--- src/rtl/msat_pkg.sv ---
// Shared types and constants for the multi-slot alarm timer.
`timescale 1ns / 1ps
`default_nettype none
package msat_pkg;

  localparam int DELAY_W    = 23;
  localparam int DWORD_W    = 24;
  localparam int ID_W       = 8;
  localparam int AUX_W      = 32;
  localparam int PERIOD_POS = 23;

  // Command and result kind codes.
  localparam logic CMD_ACTIVATE  = 1'b0;
  localparam logic CMD_TICK      = 1'b1;
  localparam logic KIND_FIRED    = 1'b0;
  localparam logic KIND_OVERFLOW = 1'b1;

  // One input transaction.
  typedef struct packed {
    logic               command;
    logic [ID_W-1:0]    event_id;
    logic [DWORD_W-1:0] delay_word;
    logic [AUX_W-1:0]   aux_data;
  } in_t;

  // One result transaction.
  typedef struct packed {
    logic             kind;
    logic [ID_W-1:0]  fired_id;
    logic [AUX_W-1:0] fired_data;
    logic             last;
  } out_t;

  // Pass that travels down the row of slot cells.
  typedef enum logic [1:0] {
    OP_TICK  = 2'd0,
    OP_SEEK  = 2'd1,
    OP_ALLOC = 2'd2
  } pass_op_t;

  // Packet handed from one cell to the next.
  typedef struct packed {
    logic               valid;
    pass_op_t           op;
    logic [ID_W-1:0]    id;
    logic               periodic;
    logic [DELAY_W-1:0] delay;
    logic [AUX_W-1:0]   aux;
    logic               found;  // some slot matched the id
    logic               done;   // a slot was reprogrammed or allocated
  } pkt_t;

  // Fire request from the cell that holds a tick packet.
  typedef struct packed {
    logic             req;
    logic             last;
    logic [ID_W-1:0]  id;
    logic [AUX_W-1:0] aux;
  } fire_t;

endpackage
`default_nettype wire

--- src/rtl/msat_cell.sv ---
// One alarm slot: holds the slot state and forwards the pass packet to its neighbor.
`timescale 1ns / 1ps
`default_nettype none
module msat_cell (
  input  wire logic          clk,
  input  wire logic          rst_n,
  input  wire logic          adv,
  input  msat_pkg::pkt_t     pkt_i,
  output msat_pkg::pkt_t     pkt_o,
  input  wire logic          due_after_i,
  output logic               due_after_o,
  output msat_pkg::fire_t    fire_o
);
  import msat_pkg::*;

  logic [ID_W-1:0]    id_r, id_nxt;
  logic               active_r, active_nxt;
  logic               periodic_r, periodic_nxt;
  logic [DELAY_W-1:0] delay_r, delay_nxt;
  logic [AUX_W-1:0]   aux_r, aux_nxt;
  logic [DELAY_W-1:0] elapsed_r, elapsed_nxt;
  pkt_t               pkt_r, pkt_nxt;
  logic               due;
  logic               visit;

  // The slot is due when its delay is reached on this tick.
  assign due         = active_r &&
                       ({1'b0, delay_r} <= ({1'b0, elapsed_r} + {{DELAY_W{1'b0}}, 1'b1}));
  assign due_after_o = due_after_i | due;
  assign visit       = pkt_i.valid;

  // Fire request toward the result register; last when no later slot is due.
  always_comb begin
    fire_o.req  = visit && (pkt_i.op == OP_TICK) && due;
    fire_o.last = !due_after_i;
    fire_o.id   = id_r;
    fire_o.aux  = aux_r;
  end

  // Slot update for the packet that sits at this cell.
  always_comb begin
    id_nxt       = id_r;
    active_nxt   = active_r;
    periodic_nxt = periodic_r;
    delay_nxt    = delay_r;
    aux_nxt      = aux_r;
    elapsed_nxt  = elapsed_r;
    pkt_nxt      = pkt_i;
    if (visit) begin
      case (pkt_i.op)
        OP_TICK: begin
          if (active_r) begin
            if (due) begin
              if (periodic_r) begin
                elapsed_nxt = '0;
              end else begin
                active_nxt = 1'b0;
              end
            end else begin
              elapsed_nxt = elapsed_r + {{(DELAY_W-1){1'b0}}, 1'b1};
            end
          end
        end
        OP_SEEK: begin
          if (!pkt_i.done && (id_r == pkt_i.id)) begin
            pkt_nxt.found = 1'b1;
            elapsed_nxt   = '0;
            if (pkt_i.delay != '0) begin
              periodic_nxt = pkt_i.periodic;
              delay_nxt    = pkt_i.delay;
              active_nxt   = 1'b1;
              pkt_nxt.done = 1'b1;
            end else begin
              active_nxt = 1'b0;
            end
          end
        end
        OP_ALLOC: begin
          if (!pkt_i.done && !active_r) begin
            id_nxt       = pkt_i.id;
            periodic_nxt = pkt_i.periodic;
            delay_nxt    = pkt_i.delay;
            aux_nxt      = pkt_i.aux;
            active_nxt   = 1'b1;
            elapsed_nxt  = '0;
            pkt_nxt.done = 1'b1;
          end
        end
        default: begin
          pkt_nxt = pkt_i;
        end
      endcase
    end
  end

  // Control state and packet stage; the whole row moves together on adv.
  always_ff @(posedge clk) begin
    if (!rst_n) begin
      id_r       <= '0;
      active_r   <= 1'b0;
      periodic_r <= 1'b0;
      aux_r      <= '0;
      elapsed_r  <= '0;
      pkt_r      <= '0;
    end else if (adv) begin
      id_r       <= id_nxt;
      active_r   <= active_nxt;
      periodic_r <= periodic_nxt;
      aux_r      <= aux_nxt;
      elapsed_r  <= elapsed_nxt;
      pkt_r      <= pkt_nxt;
    end
  end

  // The delay is always written before it is read, so it needs no reset.
  always_ff @(posedge clk) begin
    if (adv) begin
      delay_r <= delay_nxt;
    end
  end

  assign pkt_o = pkt_r;

endmodule
`default_nettype wire

--- src/rtl/multi_slot_alarm_timer_core.sv ---
// Top level of the multi-slot alarm timer: row of slot cells, pass control and result register.
`timescale 1ns / 1ps
`default_nettype none
// The alarm table is a row of SLOTS cells, one slot each, and every input transaction
// becomes a packet that moves one cell per cycle down the row, unless the row is held;
// one transaction is handled at a time. A transaction is accepted only while the result
// register is empty or being read in that cycle, so the first cell can always hand a
// fired alarm onward. A tick holds the row while a fired alarm waits on a full result
// register. An activate or cancel makes one pass when the id matches; a new allocation
// walks the row a second time, and an overflow then loads its result once the result
// register is free. Results leave through a one-deep register, with last marking the
// final result of a transaction.
module multi_slot_alarm_timer_core #(
  parameter int SLOTS = 4
) (
  input  wire logic      clk,
  input  wire logic      rst_n,
  input  wire logic      in_valid,
  output logic           in_ready,
  input  msat_pkg::in_t  in_data,
  output logic           out_valid,
  input  wire logic      out_ready,
  output msat_pkg::out_t out_data
);
  import msat_pkg::*;

  typedef enum logic [1:0] {
    ST_IDLE,
    ST_BUSY,
    ST_OVF
  } state_t;

  state_t state_r;
  logic   out_valid_r;
  out_t   out_data_r;

  pkt_t   chain [SLOTS+1];
  logic   due_after [SLOTS+1];
  fire_t  fire [SLOTS];
  pkt_t   tail;
  pkt_t   inject;
  logic   accept;
  logic   realloc;
  logic   out_free;
  logic   fire_any;
  fire_t  fire_sel;
  logic   adv;

  // A new transaction enters only when the first cell could pass a fired alarm on at once.
  assign in_ready  = (state_r == ST_IDLE) && out_free;
  assign accept    = in_valid && in_ready;
  assign out_free  = !out_valid_r || out_ready;
  assign tail      = chain[SLOTS];
  assign out_valid = out_valid_r;
  assign out_data  = out_data_r;

  // A seek pass that found nothing comes back for an allocation pass.
  assign realloc = (state_r == ST_BUSY) && tail.valid && (tail.op == OP_SEEK) &&
                   !tail.found && (tail.delay != '0);

  // Packet entering the first cell.
  always_comb begin
    inject = '0;
    if (accept) begin
      inject.valid    = 1'b1;
      inject.op       = (in_data.command == CMD_TICK) ? OP_TICK : OP_SEEK;
      inject.id       = in_data.event_id;
      inject.periodic = in_data.delay_word[PERIOD_POS];
      inject.delay    = in_data.delay_word[DELAY_W-1:0];
      inject.aux      = in_data.aux_data;
    end else if (realloc) begin
      inject       = tail;
      inject.op    = OP_ALLOC;
      inject.found = 1'b0;
      inject.done  = 1'b0;
    end
  end

  assign chain[0]         = inject;
  assign due_after[SLOTS] = 1'b0;

  // The row of slot cells.
  for (genvar k = 0; k < SLOTS; k++) begin : g_cell
    msat_cell u_cell (
      .clk         (clk),
      .rst_n       (rst_n),
      .adv         (adv),
      .pkt_i       (chain[k]),
      .pkt_o       (chain[k+1]),
      .due_after_i (due_after[k+1]),
      .due_after_o (due_after[k]),
      .fire_o      (fire[k])
    );
  end

  // At most one cell holds the packet, so at most one fire request is raised.
  always_comb begin
    fire_any = 1'b0;
    fire_sel = '0;
    for (int k = 0; k < SLOTS; k++) begin
      if (fire[k].req) begin
        fire_any = 1'b1;
        fire_sel = fire[k];
      end
    end
  end

  // The row holds still while a fired alarm cannot reach the result register.
  assign adv = !(fire_any && !out_free);

  // Transaction control and the result register.
  always_ff @(posedge clk) begin
    if (!rst_n) begin
      state_r     <= ST_IDLE;
      out_valid_r <= 1'b0;
      out_data_r  <= '0;
    end else begin
      case (state_r)
        ST_IDLE: begin
          if (accept) begin
            state_r <= ST_BUSY;
          end
        end
        ST_BUSY: begin
          if (tail.valid && !realloc) begin
            if ((tail.op == OP_ALLOC) && !tail.done) begin
              state_r <= ST_OVF;
            end else begin
              state_r <= ST_IDLE;
            end
          end
        end
        ST_OVF: begin
          if (out_free) begin
            state_r <= ST_IDLE;
          end
        end
        default: begin
          state_r <= ST_IDLE;
        end
      endcase

      if (fire_any && out_free) begin
        out_valid_r           <= 1'b1;
        out_data_r.kind       <= KIND_FIRED;
        out_data_r.fired_id   <= fire_sel.id;
        out_data_r.fired_data <= fire_sel.aux;
        out_data_r.last       <= fire_sel.last;
      end else if ((state_r == ST_OVF) && out_free) begin
        out_valid_r           <= 1'b1;
        out_data_r.kind       <= KIND_OVERFLOW;
        out_data_r.fired_id   <= '0;
        out_data_r.fired_data <= '0;
        out_data_r.last       <= 1'b1;
      end else if (out_ready) begin
        out_valid_r <= 1'b0;
      end
    end
  end

endmodule
`default_nettype wire

--- config.mk ---
export PLATFORM = sky130hd
export DESIGN_NAME = multi_slot_alarm_timer_core
export DESIGN_NICKNAME = d
export VERILOG_FILES = /design/src/rtl/msat_pkg.sv /design/src/rtl/msat_cell.sv /design/src/rtl/multi_slot_alarm_timer_core.sv
export SDC_FILE = /design/constraint.sdc
export NUM_CORES = 2
export LEC_CHECK = 0
export BUFFER_PORTS_ARGS = -buffer_cell sky130_fd_sc_hd__buf_4
export CAP_MARGIN = 20
export CORE_MARGIN = 4
export CORE_UTILIZATION = 35
export DETAILED_ROUTE_END_ITERATION = 12
export PLACE_DENSITY = 0.51
export SKIP_CTS_REPAIR_TIMING = 1
export SYNTH_ARGS = -nofsm -noshare
export SYNTH_HDL_FRONTEND = slang
export SYNTH_HIERARCHICAL = 1
export SYNTH_SLANG_ARGS = --single-unit
--- constraint.sdc ---
create_clock -name clk -period 6.8 [get_ports clk]
set_input_delay 0.68 -clock clk [delete_from_list [all_inputs] [get_ports clk]]
set_output_delay 0.68 -clock clk [all_outputs]
set_load 0.02 [all_outputs]
==> impl_metrics.yaml <==
critical_path:
  slowest_delay_ns: 0.46
  path_cells: "ha_1 > nand4_1 > or3_1 > nor2_1 > nand3_1 > xor2_1 > ha_1 > nand3_1 > nor3_1 > nand2b_1 > a31oi_1 > a211oi_2 > and3_1 > nor4_2 > nand2b_4 > nand3_1 > a211oi_1 > o211a_2 > buf_4 > a21boi_1 > o22ai_1"
  start_kind: "flop"
  crit_path_start: "g_cell[0].u_cell/elapsed_r[0]"
  crit_buf_inv: 1
  worstPathRequired_ns: 7.26
  ff2ff_setup_slack_ns: 0.51
  cp.arrival_ns: 6.75
  cp_common_cell: "nand3_1"
  cp_num_cells: 21
  cp_top_family: "simple AND/OR/NAND/NOR gates"
  path_max_fanout: 22
  cp_slowest_cell: "dfxtp_1"
  endpoint: "g_cell[0].u_cell/elapsed_r[5]"
  rr_worst_depth: 21
  critPathKind: "flop to flop"
  rr_startpoint: "g_cell[0].u_cell/elapsed_r[0]"
  endpoint_kind: "flop"
  reg2reg_to: "g_cell[0].u_cell/elapsed_r[5]"
power:
  p_leak_nw: 14.3
  total_power_mw: 8.64
  worst_ir_drop_vdd_v: 0.000164
  power.density_nw_per_um2: 245
sta:
  hold_viol: 0
  relSlewSlack_pct: 28.1
  tns_ns: 0
  setup_viol: 0
  clock_skew_ns: 0.0530
  slew_violations: 0
  whs_ns: 0.438
  tightest_slew_ns: 1.07
  max_freq_mhz: 159
  rsz0062_at_grt: "no"
  fin_crit_sh_pct: 92.5
  finalCriticalPeriod_ns: 6.29
floorplanning:
  core_area_um2: 87000
  rows: 108
  io_pins: 113
  die_w_um: 305
  initial_utilization_pct: 35.4
  die_area_um2: 92700
  die_y_um: 305
place:
  dp_hpwl_um: 58300
  port_buffers: 112
  placed_area_um2: 32700
  gp_congestion: 0.791
drt:
  vias: 23900
  drc_errors: 0
  wl_per_cell_um: 20.4
  drtPass1Iterations: 7
  drtIter0Drc: 1821
  via_per_inst: 5.25
  totalWireLength_um: 92600
  drtAntennaViolNets: 0
cts:
  root_buffer: "clkbuf_16"
  clk_latency_ns: 0.64
  cts_sinks: 673
  cts_tree: "built"
  cts_made_buffers: 77
  clk_pin_slew_ns: 0.06
  htree_num_levels: 3
  clk_path_buf_depth: 3
global_routing:
  first_global_vias: 23100
  track_usage_pct: 19.3
  grt_max_degree: 134
  grt_pass1_wl_um: 142000
  overflow: 0
  antenna_found_initial: 1
finish:
  fin_nets: 3512
  n_antenna_cell: 0
  fill_cells: 8769
  fin_area_um2: 35200
  syn_to_final_growth_pct: 14.5
  fin_util_pct: 40.5
  drive_gt1_share_pct: 10.5
run:
  maxCapViolCount: 0
worst_hold_path:
  hp-class: "primary input to flop"
logic_synthesis:
  synthesis.area_um2: 30800
  netlist_instances: 3298
  ys_warn_count: 6
  postSynthAreaPerCell_um2: 9.33
outcome:
  status: "finished clean"
## sequential cells by signal, summed over array words and instances, names as in the netlist
signal,count
g_cell.u_cell/active_r,4
out_data,42
g_cell.u_cell/pkt_o,276
g_cell.u_cell/periodic_r,4
state_r,2
g_cell.u_cell/aux_r,128
g_cell.u_cell/delay_r,92
g_cell.u_cell/elapsed_r,92
g_cell.u_cell/id_r,32
out_valid,1
## routing by layer
layer	GRT usage, %	vias to the layer above	wire length (um)
met5	0	-	9
met4	4.93	2	2160
met3	2.92	122	3950
met2	32.5	471	43900
met1	26.0	11400	42600
li1	-	11800	-
## cell type report
| class | instances | area, um^2 | area share [%] |
|---|---|---|---|
| Clock buffer | 111 | 2210 | 6.26 |
| Clock inverter | 28 | 358 | 1.02 |
| Inverter | 62 | 240 | 0.682 |
| Multi-Input combinational cell | 2355 | 15300 | 43.5 |
| Sequential cell | 673 | 14400 | 40.8 |
| Tap cell | 1155 | 1450 | 4.10 |
| Timing Repair Buffer | 162 | 1280 | 3.63 |
## tightest hold or removal path, delay by kind of cell
family	cells	cell delay, ns
buffers and inverters	1	0.08
and+or+nand+nor	1	0.07
AOI/OAI and AO/OA	1	0.13
muxes	1	0.07
## layout by cell type, fill, tap and decap left out, types with 14 or more instances in the layout
cell type and count:
inv_1 58, o21ai_0 43, nand4_1 41, xnor2_1 39, or3_1 32, a21boi_0 14
mux2i_1 268, o22ai_1 40, nand2_1 512, clkbuf_16 78, buf_4 157, nand3_1 60
clkinv_2 14, nor4_1 37, o31ai_1 42, a21oi_1 228, and3_1 17, clkbuf_1 20
ha_1 112, xor2_1 77, edfxtp_1 92, nor2b_1 76, dfxtp_1 581, nor2_1 302
a221oi_1 52, a22o_1 105
## how the worst min path moves through the flow
| stage | from | to | cells past startpoint |
|---|---|---|---|
| after CTS | in_data[9] | g_cell[0].u_cell/pkt_o[11] | 4 |
| after global routing | in_data[14] | g_cell[0].u_cell/pkt_o[16] | 4 |
| after global placement | g_cell[0].u_cell/aux_r[15] | g_cell[0].u_cell/aux_r[15] | 2 |
| final | in_data[9] | g_cell[0].u_cell/pkt_o[11] | 4 |
| after detailed placement | g_cell[1].u_cell/aux_r[29] | g_cell[1].u_cell/aux_r[29] | 2 |
| after floorplan | g_cell[1].u_cell/aux_r[0] | g_cell[1].u_cell/aux_r[0] | 2 |
## through the flow
stage               setup WS [ns]  cells
CTS                         0.561   4546
detailed placement          0.590   4407
global route               0.0215   4546
floorplan                    1.03   3305
global placement            0.637   4406
finish                      0.509   4546
## power by group
part	switching [mW]	internal (mW)
sequential	0.0491	4.07
clock	1.76	2.43
combinational	0.218	0.115
Note: power is estimated with default switching activity, not from simulation.
